<file path="config.mk">
export PLATFORM = sky130hd
export DESIGN_NAME = bch_t4_error_locator
export DESIGN_NICKNAME = d
export VERILOG_FILES = /design/src/rtl/bch4_pkg.sv /design/src/rtl/bch_t4_error_locator.sv /design/src/rtl/bch4_gfpow.sv /design/src/rtl/bch4_fifo.sv /design/src/rtl/bch4_bm.sv /design/src/rtl/bch4_chien.sv
export SDC_FILE = /design/constraint.sdc
export NUM_CORES = 2
export LEC_CHECK = 0
export BUFFER_PORTS_ARGS = -buffer_cell sky130_fd_sc_hd__clkbuf_2
export CAP_MARGIN = 20
export CORE_MARGIN = 2
export CORE_UTILIZATION = 54
export DETAILED_ROUTE_END_ITERATION = 7
export HOLD_SLACK_MARGIN = 0.08
export MAX_ROUTING_LAYER = met4
export PLACE_DENSITY_LB_ADDON = 0.05
export SYNTH_ARGS = -nofsm -noshare
export SYNTH_HDL_FRONTEND = slang
export SYNTH_HIERARCHICAL = 1
export SYNTH_SLANG_ARGS = --single-unit
</file>
<file path="constraint.sdc">
create_clock -name clk -period 45.2 [get_ports clk]
set_input_delay 6.78 -clock clk [delete_from_list [all_inputs] [get_ports clk]]
set_output_delay 6.78 -clock clk [all_outputs]
set_load 0.005 [all_outputs]
</file>
<file path="src/rtl/bch4_pkg.sv">
`timescale 1ns / 1ps
`default_nettype none

package bch4_pkg;

  localparam int GF_M = 13;
  localparam logic [GF_M-1:0] GF_POLY = 13'h05AF;
  localparam int FIELD_N = 8191;
  localparam int CHECK_BITS = 52;
  localparam int MAX_T = 4;
  localparam int CHIEN_LANES = 8;
  localparam int JOB_QUEUE_DEPTH = 2;
  localparam logic [9:0] DATA_BYTES_RESET = 10'd512;

  typedef logic [GF_M-1:0] gf_t;

  typedef enum logic [1:0] {
    KIND_SEARCH = 2'd0,
    KIND_CLEAN  = 2'd1,
    KIND_FAIL   = 2'd2
  } kind_t;

  // Locator handed from Berlekamp-Massey to the Chien search.
  typedef struct packed {
    kind_t         kind;
    logic [2:0]    ldeg;
    gf_t [MAX_T:0] coef;
  } job_t;

  function automatic gf_t gf_xtime(gf_t a);
    return {a[GF_M-2:0], 1'b0} ^ (a[GF_M-1] ? GF_POLY : '0);
  endfunction

  function automatic gf_t gf_mul(gf_t a, gf_t b);
    gf_t acc;
    acc = '0;
    for (int i = GF_M - 1; i >= 0; i--) begin
      acc = gf_xtime(acc) ^ (b[i] ? a : '0);
    end
    return acc;
  endfunction

  // Only ever called with constant arguments, so it folds to a constant.
  function automatic gf_t alpha_exp(int n);
    gf_t x;
    x = gf_t'(1);
    for (int i = 0; i < n; i++) begin
      x = gf_xtime(x);
    end
    return x;
  endfunction

endpackage

`default_nettype wire

</file>
<file path="src/rtl/bch_t4_error_locator.sv">
`timescale 1ns / 1ps
`default_nettype none
// Error locator for a 4-bit-correcting binary BCH code over GF(2^13).
// Input channel (in_*): one beat carries the four odd syndromes S1, S3, S5
// and S7 of one codeword. Output channel (out_*): one beat per error found,
// holding its bit location and the error count, tlast on the final beat.
// A clean codeword gives a single beat with count zero; a failed decode gives
// a single beat with out_tuser set.
// cfg_wr_en/cfg_wr_data set the data length in bytes (512 after reset); the
// code covers eight times that plus 52 check bits, at most 8191 bits.
// A Berlekamp-Massey unit, bound by the field inversion in each update step,
// works out the locator of each beat and hands it through a short queue to
// the Chien search. The search tests LANES positions a cycle until it has
// found as many roots as the locator degree or has reached the end of the
// code. Reset empties the queue and returns both parts to idle. When the
// receiver stalls, the result waits in the output register, the search
// holds, and further syndrome sets queue up until the queue is full.
module bch_t4_error_locator
  import bch4_pkg::*;
#(
  parameter int LANES       = CHIEN_LANES,
  parameter int QUEUE_DEPTH = JOB_QUEUE_DEPTH
) (
  input  wire logic        clk,
  input  wire logic        rst_n,
  input  wire logic        in_tvalid,
  output logic             in_tready,
  input  wire logic [55:0] in_tdata,   // syndrome_1, syndrome_3, syndrome_5, syndrome_7
  output logic             out_tvalid,
  input  wire logic        out_tready,
  output logic [15:0]      out_tdata,  // error_location, error_count
  output logic             out_tuser,  // decode_failed
  output logic             out_tlast,
  input  wire logic        cfg_wr_en,
  input  wire logic [9:0]  cfg_wr_data
);

  logic [9:0] data_bytes_r;
  logic bm_valid, bm_ready, q_valid, q_ready;
  job_t bm_job, q_job;
  logic [$bits(job_t)-1:0] q_data;

  always_ff @(posedge clk) begin
    if (!rst_n) begin
      data_bytes_r <= DATA_BYTES_RESET;
    end else if (cfg_wr_en) begin
      data_bytes_r <= cfg_wr_data;
    end
  end

  bch4_bm u_bm (
    .clk       (clk),
    .rst_n     (rst_n),
    .in_tvalid (in_tvalid),
    .in_tready (in_tready),
    .in_tdata  (in_tdata),
    .job_valid (bm_valid),
    .job_ready (bm_ready),
    .job       (bm_job)
  );

  bch4_fifo #(
    .WIDTH ($bits(job_t)),
    .DEPTH (QUEUE_DEPTH)
  ) u_queue (
    .clk      (clk),
    .rst_n    (rst_n),
    .wr_valid (bm_valid),
    .wr_ready (bm_ready),
    .wr_data  (bm_job),
    .rd_valid (q_valid),
    .rd_ready (q_ready),
    .rd_data  (q_data)
  );

  assign q_job = job_t'(q_data);

  bch4_chien #(
    .LANES (LANES)
  ) u_chien (
    .clk        (clk),
    .rst_n      (rst_n),
    .data_bytes (data_bytes_r),
    .job_valid  (q_valid),
    .job_ready  (q_ready),
    .job        (q_job),
    .out_tvalid (out_tvalid),
    .out_tready (out_tready),
    .out_tdata  (out_tdata),
    .out_tuser  (out_tuser),
    .out_tlast  (out_tlast)
  );

endmodule

`default_nettype wire

</file>
<file path="src/rtl/bch4_gfpow.sv">
`timescale 1ns / 1ps
`default_nettype none

module bch4_gfpow
  import bch4_pkg::*;
(
  input  wire logic            clk,
  input  wire logic            rst_n,
  input  wire logic            start,
  input  wire gf_t             base,
  input  wire logic [GF_M-1:0] expo,
  output logic                 done,
  output gf_t                  result
);

  localparam int CW = $clog2(GF_M + 1);

  gf_t acc_r, acc_nxt, b_r, b_nxt;
  logic [GF_M-1:0] e_r, e_nxt;
  logic [CW-1:0] cnt_r, cnt_nxt;
  logic busy_r, busy_nxt, done_r, done_nxt;

  always_comb begin
    acc_nxt  = acc_r;
    b_nxt    = b_r;
    e_nxt    = e_r;
    cnt_nxt  = cnt_r;
    busy_nxt = busy_r;
    done_nxt = 1'b0;
    if (start) begin
      acc_nxt  = gf_t'(1);
      b_nxt    = base;
      e_nxt    = expo;
      cnt_nxt  = CW'(GF_M);
      busy_nxt = 1'b1;
    end else if (busy_r) begin
      // Right-to-left square and multiply, one exponent bit a cycle.
      if (e_r[0]) begin
        acc_nxt = gf_mul(acc_r, b_r);
      end
      b_nxt   = gf_mul(b_r, b_r);
      e_nxt   = e_r >> 1;
      cnt_nxt = cnt_r - 1'b1;
      if (cnt_r == CW'(1)) begin
        busy_nxt = 1'b0;
        done_nxt = 1'b1;
      end
    end
  end

  always_ff @(posedge clk) begin
    if (!rst_n) begin
      busy_r <= 1'b0;
      done_r <= 1'b0;
      cnt_r  <= '0;
    end else begin
      busy_r <= busy_nxt;
      done_r <= done_nxt;
      cnt_r  <= cnt_nxt;
    end
  end

  always_ff @(posedge clk) begin
    acc_r <= acc_nxt;
    b_r   <= b_nxt;
    e_r   <= e_nxt;
  end

  assign done   = done_r;
  assign result = acc_r;

endmodule

`default_nettype wire

</file>
<file path="src/rtl/bch4_fifo.sv">
`timescale 1ns / 1ps
`default_nettype none

module bch4_fifo #(
  parameter int WIDTH = 8,
  parameter int DEPTH = 2
) (
  input  wire logic             clk,
  input  wire logic             rst_n,
  input  wire logic             wr_valid,
  output logic                  wr_ready,
  input  wire logic [WIDTH-1:0] wr_data,
  output logic                  rd_valid,
  input  wire logic             rd_ready,
  output logic [WIDTH-1:0]      rd_data
);

  localparam int AW = (DEPTH > 1) ? $clog2(DEPTH) : 1;
  localparam int CW = $clog2(DEPTH + 1);

  logic [WIDTH-1:0] mem_r [DEPTH];
  logic [AW-1:0] wp_r, rp_r;
  logic [CW-1:0] cnt_r;
  logic do_wr, do_rd;

  assign wr_ready = (cnt_r != CW'(DEPTH));
  assign rd_valid = (cnt_r != '0);
  assign do_wr    = wr_valid && wr_ready;
  assign do_rd    = rd_valid && rd_ready;
  assign rd_data  = mem_r[rp_r];

  always_ff @(posedge clk) begin
    if (!rst_n) begin
      wp_r  <= '0;
      rp_r  <= '0;
      cnt_r <= '0;
    end else begin
      if (do_wr) begin
        wp_r <= (wp_r == AW'(DEPTH - 1)) ? '0 : wp_r + 1'b1;
      end
      if (do_rd) begin
        rp_r <= (rp_r == AW'(DEPTH - 1)) ? '0 : rp_r + 1'b1;
      end
      if (do_wr && !do_rd) begin
        cnt_r <= cnt_r + 1'b1;
      end else if (do_rd && !do_wr) begin
        cnt_r <= cnt_r - 1'b1;
      end
    end
  end

  always_ff @(posedge clk) begin
    if (do_wr) begin
      mem_r[wp_r] <= wr_data;
    end
  end

endmodule

`default_nettype wire

</file>
<file path="src/rtl/bch4_bm.sv">
`timescale 1ns / 1ps
`default_nettype none

module bch4_bm
  import bch4_pkg::*;
(
  input  wire logic        clk,
  input  wire logic        rst_n,
  input  wire logic        in_tvalid,
  output logic             in_tready,
  input  wire logic [55:0] in_tdata,
  output logic             job_valid,
  input  wire logic        job_ready,
  output job_t             job
);

  typedef enum logic [7:0] {
    F_IDLE = 8'b0000_0001,
    F_SQ   = 8'b0000_0010,
    F_STEP = 8'b0000_0100,
    F_INV  = 8'b0000_1000,
    F_UPD  = 8'b0001_0000,
    F_ADV  = 8'b0010_0000,
    F_DISC = 8'b0100_0000,
    F_PUSH = 8'b1000_0000
  } fstate_t;

  fstate_t state_r, state_nxt;

  gf_t s_r [8], s_nxt [8];
  gf_t lam_r [12], lam_nxt [12];
  gf_t prev_r [5], prev_nxt [5];
  gf_t keep_r [5], keep_nxt [5];
  logic [3:0] ldeg_r, ldeg_nxt;
  logic [2:0] kdeg_r, kdeg_nxt, pdeg_r, pdeg_nxt;
  gf_t pd_r, pd_nxt, d_r, d_nxt, f_r, f_nxt;
  // Previous update step plus one, so that "none yet" is zero.
  logic [2:0] ppp_r, ppp_nxt;
  logic [1:0] i_r, i_nxt;
  logic [2:0] j_r, j_nxt;

  logic [3:0] k_w, idx_w;
  logic [2:0] m_w;
  logic pow_start, pow_done;
  gf_t pow_result;

  assign k_w   = 4'({i_r, 1'b1}) - 4'(ppp_r);
  assign idx_w = 4'(j_r) + k_w;
  assign m_w   = {i_r, 1'b0};

  bch4_gfpow u_inv (
    .clk    (clk),
    .rst_n  (rst_n),
    .start  (pow_start),
    .base   (pd_r),
    .expo   (13'd8190),
    .done   (pow_done),
    .result (pow_result)
  );

  always_comb begin
    state_nxt = state_r;
    s_nxt     = s_r;
    lam_nxt   = lam_r;
    prev_nxt  = prev_r;
    keep_nxt  = keep_r;
    ldeg_nxt  = ldeg_r;
    kdeg_nxt  = kdeg_r;
    pdeg_nxt  = pdeg_r;
    pd_nxt    = pd_r;
    d_nxt     = d_r;
    f_nxt     = f_r;
    ppp_nxt   = ppp_r;
    i_nxt     = i_r;
    j_nxt     = j_r;
    pow_start = 1'b0;
    in_tready = 1'b0;
    job_valid = 1'b0;

    unique case (state_r)
      F_IDLE: begin
        in_tready = 1'b1;
        if (in_tvalid) begin
          s_nxt[0] = in_tdata[12:0];
          s_nxt[2] = in_tdata[25:13];
          s_nxt[4] = in_tdata[38:26];
          s_nxt[6] = in_tdata[51:39];
          for (int n = 0; n < 12; n++) begin
            lam_nxt[n] = '0;
          end
          for (int n = 0; n < 5; n++) begin
            prev_nxt[n] = '0;
          end
          lam_nxt[0]  = gf_t'(1);
          prev_nxt[0] = gf_t'(1);
          ldeg_nxt    = '0;
          pdeg_nxt    = '0;
          pd_nxt      = gf_t'(1);
          ppp_nxt     = '0;
          d_nxt       = in_tdata[12:0];
          i_nxt       = '0;
          j_nxt       = '0;
          state_nxt   = F_SQ;
        end
      end
      F_SQ: begin
        // Even syndromes follow from S(2i) = S(i) squared; the state repeats until
        // the chain through S2, S4 and S8 has settled.
        s_nxt[1] = gf_mul(s_r[0], s_r[0]);
        s_nxt[3] = gf_mul(s_r[1], s_r[1]);
        s_nxt[5] = gf_mul(s_r[2], s_r[2]);
        s_nxt[7] = gf_mul(s_r[3], s_r[3]);
        j_nxt    = j_r + 1'b1;
        if (j_r == 3'd2) begin
          state_nxt = F_STEP;
        end
      end
      F_STEP: begin
        if (d_r != '0) begin
          pow_start = 1'b1;
          for (int n = 0; n < 5; n++) begin
            keep_nxt[n] = lam_r[n];
          end
          kdeg_nxt  = ldeg_r[2:0];
          state_nxt = F_INV;
        end else begin
          state_nxt = F_ADV;
        end
      end
      F_INV: begin
        if (pow_done) begin
          f_nxt     = gf_mul(d_r, pow_result);
          j_nxt     = '0;
          state_nxt = F_UPD;
        end
      end
      F_UPD: begin
        lam_nxt[idx_w] = lam_r[idx_w] ^ gf_mul(f_r, prev_r[j_r]);
        if (j_r == pdeg_r) begin
          if (4'(pdeg_r) + k_w > ldeg_r) begin
            ldeg_nxt = 4'(pdeg_r) + k_w;
            prev_nxt = keep_r;
            pdeg_nxt = kdeg_r;
            pd_nxt   = d_r;
            ppp_nxt  = {i_r, 1'b1};
          end
          state_nxt = F_ADV;
        end else begin
          j_nxt = j_r + 1'b1;
        end
      end
      F_ADV: begin
        if (ldeg_r > 4'(MAX_T) || i_r == 2'd3) begin
          state_nxt = F_PUSH;
        end else begin
          d_nxt = s_r[{i_r + 2'd1, 1'b0}];
          i_nxt = i_r + 1'b1;
          j_nxt = 3'd1;
          state_nxt = (ldeg_r == '0) ? F_STEP : F_DISC;
        end
      end
      F_DISC: begin
        d_nxt = d_r ^ gf_mul(lam_r[4'(j_r)], s_r[m_w - j_r]);
        if (4'(j_r) == ldeg_r || j_r == m_w) begin
          state_nxt = F_STEP;
        end else begin
          j_nxt = j_r + 1'b1;
        end
      end
      F_PUSH: begin
        job_valid = 1'b1;
        if (job_ready) begin
          state_nxt = F_IDLE;
        end
      end
      default: state_nxt = F_IDLE;
    endcase
  end

  always_comb begin
    if (ldeg_r > 4'(MAX_T)) begin
      job.kind = KIND_FAIL;
    end else if (ldeg_r == '0) begin
      job.kind = KIND_CLEAN;
    end else begin
      job.kind = KIND_SEARCH;
    end
    job.ldeg = ldeg_r[2:0];
    // A vanished leading coefficient is taken as one.
    for (int n = 0; n <= MAX_T; n++) begin
      job.coef[n] = lam_r[n];
      if (4'(n) == ldeg_r && lam_r[n] == '0) begin
        job.coef[n] = gf_t'(1);
      end
    end
  end

  always_ff @(posedge clk) begin
    if (!rst_n) begin
      state_r <= F_IDLE;
    end else begin
      state_r <= state_nxt;
    end
  end

  always_ff @(posedge clk) begin
    s_r    <= s_nxt;
    lam_r  <= lam_nxt;
    prev_r <= prev_nxt;
    keep_r <= keep_nxt;
    ldeg_r <= ldeg_nxt;
    kdeg_r <= kdeg_nxt;
    pdeg_r <= pdeg_nxt;
    pd_r   <= pd_nxt;
    d_r    <= d_nxt;
    f_r    <= f_nxt;
    ppp_r  <= ppp_nxt;
    i_r    <= i_nxt;
    j_r    <= j_nxt;
  end

endmodule

`default_nettype wire

</file>
<file path="src/rtl/bch4_chien.sv">
`timescale 1ns / 1ps
`default_nettype none

module bch4_chien
  import bch4_pkg::*;
#(
  parameter int LANES = CHIEN_LANES
) (
  input  wire logic        clk,
  input  wire logic        rst_n,
  input  wire logic [9:0]  data_bytes,
  input  wire logic        job_valid,
  output logic             job_ready,
  input  wire job_t        job,
  output logic             out_tvalid,
  input  wire logic        out_tready,
  output logic [15:0]      out_tdata,
  output logic             out_tuser,
  output logic             out_tlast
);

  typedef enum logic [4:0] {
    B_IDLE = 5'b00001,
    B_POW  = 5'b00010,
    B_INIT = 5'b00100,
    B_RUN  = 5'b01000,
    B_EMIT = 5'b10000
  } bstate_t;

  bstate_t state_r, state_nxt;
  job_t job_r, job_nxt;
  logic [13:0] nbits_r, nbits_nxt, off_r, off_nxt;
  gf_t x_r, x_nxt, p_r, p_nxt;
  gf_t r_r [MAX_T], r_nxt [MAX_T];
  gf_t roots_r [MAX_T], roots_nxt [MAX_T];
  logic [1:0] jj_r, jj_nxt, n_r, n_nxt;
  logic [2:0] cnt_r, cnt_nxt;
  logic fail_r, fail_nxt;

  logic out_valid_r, out_valid_nxt, out_fail_r, out_fail_nxt, out_last_r, out_last_nxt;
  gf_t out_loc_r, out_loc_nxt;
  logic [2:0] out_cnt_r, out_cnt_nxt;

  logic [13:0] nbits_w, sum_w, start_w;
  logic pow_start, pow_done, out_free, emit_last;
  gf_t pow_result;

  assign sum_w   = 14'({data_bytes, 3'b000}) + 14'(CHECK_BITS);
  assign nbits_w = (sum_w > 14'(FIELD_N)) ? 14'(FIELD_N) : sum_w;
  assign start_w = 14'(FIELD_N + 1) - nbits_w;
  assign out_free  = !out_valid_r || out_tready;
  assign emit_last = fail_r || (cnt_r == '0) || (3'(n_r) == cnt_r - 3'd1);

  bch4_gfpow u_start (
    .clk    (clk),
    .rst_n  (rst_n),
    .start  (pow_start),
    .base   (gf_t'(2)),
    .expo   (start_w[GF_M-1:0]),
    .done   (pow_done),
    .result (pow_result)
  );

  always_comb begin
    gf_t val;
    logic [2:0] c;
    logic hit;

    state_nxt     = state_r;
    job_nxt       = job_r;
    nbits_nxt     = nbits_r;
    off_nxt       = off_r;
    x_nxt         = x_r;
    p_nxt         = p_r;
    r_nxt         = r_r;
    roots_nxt     = roots_r;
    jj_nxt        = jj_r;
    n_nxt         = n_r;
    cnt_nxt       = cnt_r;
    fail_nxt      = fail_r;
    out_valid_nxt = out_valid_r && !out_tready;
    out_loc_nxt   = out_loc_r;
    out_cnt_nxt   = out_cnt_r;
    out_fail_nxt  = out_fail_r;
    out_last_nxt  = out_last_r;
    pow_start     = 1'b0;
    job_ready     = 1'b0;
    c             = cnt_r;
    val           = '0;
    hit           = 1'b0;

    unique case (state_r)
      B_IDLE: begin
        job_ready = 1'b1;
        if (job_valid) begin
          job_nxt   = job;
          nbits_nxt = nbits_w;
          cnt_nxt   = '0;
          n_nxt     = '0;
          fail_nxt  = (job.kind == KIND_FAIL);
          if (job.kind == KIND_SEARCH) begin
            pow_start = 1'b1;
            state_nxt = B_POW;
          end else begin
            state_nxt = B_EMIT;
          end
        end
      end
      B_POW: begin
        if (pow_done) begin
          x_nxt     = pow_result;
          p_nxt     = pow_result;
          jj_nxt    = '0;
          state_nxt = B_INIT;
        end
      end
      B_INIT: begin
        // Term j starts at coef(j) times alpha to the power j*start.
        r_nxt[jj_r] = gf_mul(job_r.coef[3'(jj_r) + 3'd1], p_r);
        p_nxt       = gf_mul(p_r, x_r);
        jj_nxt      = jj_r + 1'b1;
        if (jj_r == 2'd3) begin
          off_nxt   = '0;
          cnt_nxt   = '0;
          state_nxt = B_RUN;
        end
      end
      B_RUN: begin
        for (int m = 0; m < LANES; m++) begin
          val = job_r.coef[0];
          for (int j = 0; j < MAX_T; j++) begin
            val = val ^ gf_mul(r_r[j], alpha_exp((j + 1) * m));
          end
          hit = (off_r + 14'(m) < nbits_r) && (val == '0);
          if (hit && c < job_r.ldeg) begin
            roots_nxt[c[1:0]] = 13'(off_r + 14'(m));
            c = c + 3'd1;
          end
        end
        for (int j = 0; j < MAX_T; j++) begin
          r_nxt[j] = gf_mul(r_r[j], alpha_exp((j + 1) * LANES));
        end
        off_nxt = off_r + 14'(LANES);
        cnt_nxt = c;
        if (c == job_r.ldeg || off_r + 14'(LANES) >= nbits_r) begin
          fail_nxt  = (c != job_r.ldeg);
          state_nxt = B_EMIT;
        end
      end
      B_EMIT: begin
        if (out_free) begin
          out_valid_nxt = 1'b1;
          out_fail_nxt  = fail_r;
          out_last_nxt  = emit_last;
          if (fail_r || cnt_r == '0) begin
            out_loc_nxt = '0;
            out_cnt_nxt = '0;
          end else begin
            // Bit order within a byte is reversed.
            out_loc_nxt = roots_r[n_r] ^ gf_t'(7);
            out_cnt_nxt = cnt_r;
          end
          n_nxt = n_r + 1'b1;
          if (emit_last) begin
            state_nxt = B_IDLE;
          end
        end
      end
      default: state_nxt = B_IDLE;
    endcase
  end

  always_ff @(posedge clk) begin
    if (!rst_n) begin
      state_r     <= B_IDLE;
      out_valid_r <= 1'b0;
    end else begin
      state_r     <= state_nxt;
      out_valid_r <= out_valid_nxt;
    end
  end

  always_ff @(posedge clk) begin
    job_r      <= job_nxt;
    nbits_r    <= nbits_nxt;
    off_r      <= off_nxt;
    x_r        <= x_nxt;
    p_r        <= p_nxt;
    r_r        <= r_nxt;
    roots_r    <= roots_nxt;
    jj_r       <= jj_nxt;
    n_r        <= n_nxt;
    cnt_r      <= cnt_nxt;
    fail_r     <= fail_nxt;
    out_loc_r  <= out_loc_nxt;
    out_cnt_r  <= out_cnt_nxt;
    out_fail_r <= out_fail_nxt;
    out_last_r <= out_last_nxt;
  end

  assign out_tvalid = out_valid_r;
  assign out_tdata  = {out_cnt_r, out_loc_r};
  assign out_tuser  = out_fail_r;
  assign out_tlast  = out_last_r;

`ifndef SYNTHESIS
  a_run_has_locator: assert property (@(posedge clk) disable iff (!rst_n)
    state_r == B_RUN |-> job_r.kind == KIND_SEARCH && job_r.ldeg != '0 &&
                         job_r.ldeg <= 3'(MAX_T))
    else $error("Chien search running without a valid locator");
  a_roots_bounded: assert property (@(posedge clk) disable iff (!rst_n)
    (state_r == B_RUN || state_r == B_EMIT) |-> cnt_r <= job_r.ldeg)
    else $error("more roots recorded than the locator degree");
  a_fail_beat: assert property (@(posedge clk) disable iff (!rst_n)
    out_valid_r && out_fail_r |-> out_last_r && out_cnt_r == '0 && out_loc_r == '0)
    else $error("failure beat carries a count or location");
  a_count_matches: assert property (@(posedge clk) disable iff (!rst_n)
    out_valid_r && !out_fail_r && out_cnt_r == '0 |-> out_last_r)
    else $error("clean result not marked last");
`endif

endmodule

`default_nettype wire

</file>
==> results.ini <==
[min_path]
hold_depth = 1
hp-start = u_bm/u_inv/busy_r
hold_path.class = flop to flop

[drt]
wl_per_cell_um = 26.20
drt_iter0_drc = 5585
firstDrtPassIters = 8
drcViolationCount = 10
avgViaCountPerCell = 5.844
drt-total-wl_um = 247000
drtAntennaViolNets = 0
vias = 55103

[sta]
fin_setup_tns_ns = 0
hold_violations = 0
clock.fmax_ghz = 0.04446
finalSetupViolations = 0
max-slew-margin-rel_pct = 19.74
worstMarginPinSlew_ns = 1.195
period_share_pct = 49.76
period_needed_ns = 22.49
slew_viol_final = 0
rsz0062_at_grt = false
finalClockSkew_ns = 0.03728

[die]
floorplan.rows = 139
die_area_um2 = 147700
dieWidth_um = 384.3
io_pins = 91
die_h_um = 384.3
core_um2 = 143700
initial_core_util_pct = 54.37

[synth]
synth.distinct_cells = 115
synth_top_area_share_pct = 34.07
async_flop_share_pct = 0
ys_ff_latch = 953
syn_avg_cell_area_um2 = 10.33
synthCells = 7562
yosys_warnings = 6
netlist_area_um2 = 78100
synth_edf_count = 886
synth_ff_type = edfxtp_1
yosysSeqAreaShare_pct = 35.78
synth_area_leaders = edfxtp_1, xnor2_1, xnor3_1
yosysTopAreaCell = edfxtp_1

[cts]
numCtsBuffers = 106
clock_sinks = 953
clk_latency_ns = 0.73
cts_hold_buf = 0
cts_resized = 0
cts.reportedPaths.clkPinSlew_ns = 0.06
root_buffer = clkbuf_16
htree_levels = 3
cts_buffer_depth = 3
tritoncts = done
post_cts_buffers = 0

[global_routing]
grt_pass1_vias = 52831
met1_usage_pct = 44.39
grtUsageMet2_pct = 54.08
grt_pass1_wl_um = 362300
busiest_layer = met2
grtUsageMet3_pct = 4.117
antenna_found_initial = 7
grt_max_degree = 104
gr-total-overflow = 0
grtUsageTotal_pct = 34.17

[place]
finalWeightedCongestion = 1.002
dpl_cell_area_um2 = 80230
dp_hpwl_um = 176100
portBuffers = 86

[final_layout]
syn_to_final_growth_pct = 7.232
nFillCells = 12419
fin_nets = 7607
layout-drive-gt1-share_pct = 12.13
design_area_um2 = 83750

[critical_path]
worstPathRequired_ns = 45.85
slowest_stage = edfxtp_1
cp.depth = 67
crit_top_cell = a21oi_1
critPathLaunch = u_chien/job_r[11]
worstRegToRegCells = 67
cp_num_buf_inv = 3
start_kind = flop
critPathMaxFanout = 8
cpLargestDelayFamily = simple AND/OR/NAND/NOR gates
crit_type = flop to flop
critPathMaxStageDelay_ns = 0.80
cp-end-kind = flop
r2r_start = u_chien/job_r[11]
crit_arrival_ns = 23.14

[job]
cap_viol_max_count = 0

[status]
violations = DRC
outcome = complete, but fails checks

-- metrics by stage --
stage | setup slack (ns) | utilization, % | std cells | hold WS (ns)
floorplan | 29.87 | - | 7586 | 0.4247
global placement | 22.81 | 55.83 | 9222 | 0.4650
detailed placement | 22.63 | 55.85 | 9225 | 0.4709
CTS | 22.63 | 58.26 | 9423 | 0.4785
global route | 21.32 | 58.30 | 9428 | 0.4983
finish | 22.71 | 58.30 | 9429 | 0.4774
-- metal layers --
metal  routed length (um)  share of wire, %
met5                    0                 0
met3                16490               6.7
met1               101500                41
met4                12410               5.0
met2               116600                47
-- sequential cells by signal, summed over array words and instances (netlist names), 52 cells and up, named ones only --
register / count
u_queue/mem_r: 140
u_bm/s_r: 104
u_chien/job_r: 68
u_bm/keep_r: 65
u_bm/lam_r: 156
u_chien/roots_r: 52
u_chien/r_r: 52
u_bm/prev_r: 65
-- cells in the mapped netlist, types with 94 or more instances --
master	instances
mux4_2	94
ha_1	98
clkbuf_1	376
xnor3_1	242
nor2_1	577
o21ai_0	172
xor2_1	470
inv_1	96
edfxtp_1	886
nand2_1	1175
mux2_2	169
mux2i_1	113
a21oi_1	178
xnor2_1	1614
and2_1	126
-- cell type report --
| type | count | area, um2 | share of cell area (%) |
|---|---|---|---|
| sequential | 953 | 27950 | 33.37 |
| antenna | 2 | 5.005 | 0.005976 |
| tap | 1903 | 2381 | 2.843 |
| timing repair buffer | 307 | 2122 | 2.534 |
| clock buffer | 127 | 2793 | 3.335 |
| clock inverter | 71 | 673.1 | 0.8038 |
| multi-input combinational | 5964 | 47440 | 56.65 |
| inverter | 102 | 384.1 | 0.4587 |
-- cells by family after synthesis --
family,Yosys count,share of synthesized area [%]
adders and majority gates,102,1.673
other,4,0.01922
xor gates and xnor gates,2435,33.20
AOI/OAI and AO/OA,734,6.093
buffers and inverters,669,3.733
and+or+nand+nor,2274,12.56
DFF,953,35.78
muxes,391,6.938
-- worst paths after layout --
check | to | slack, ns
worst min-delay path | u_bm/u_inv/done | 0.48
worst max-delay path | u_chien/state_r[1] | 22.71
worst min register to register | u_bm/u_inv/done | 0.48
worst max register to register | u_chien/state_r[1] | 22.71
-- cells in the final DEF (no fill, tap or decap), types with 169 or more instances in the layout --
| cell type | instances |
|---|---|
| xnor2_1 | 1611 |
| nand2_1 | 1174 |
| edfxtp_1 | 886 |
| nor2_1 | 577 |
| xor2_1 | 467 |
| xnor3_1 | 242 |
| buf_4 | 218 |
| a21oi_1 | 178 |
| o21ai_0 | 169 |
| mux2_2 | 169 |
Power is not shown: default switching activity piles up to over one toggle a cycle in this logic, so the estimate is an artifact.
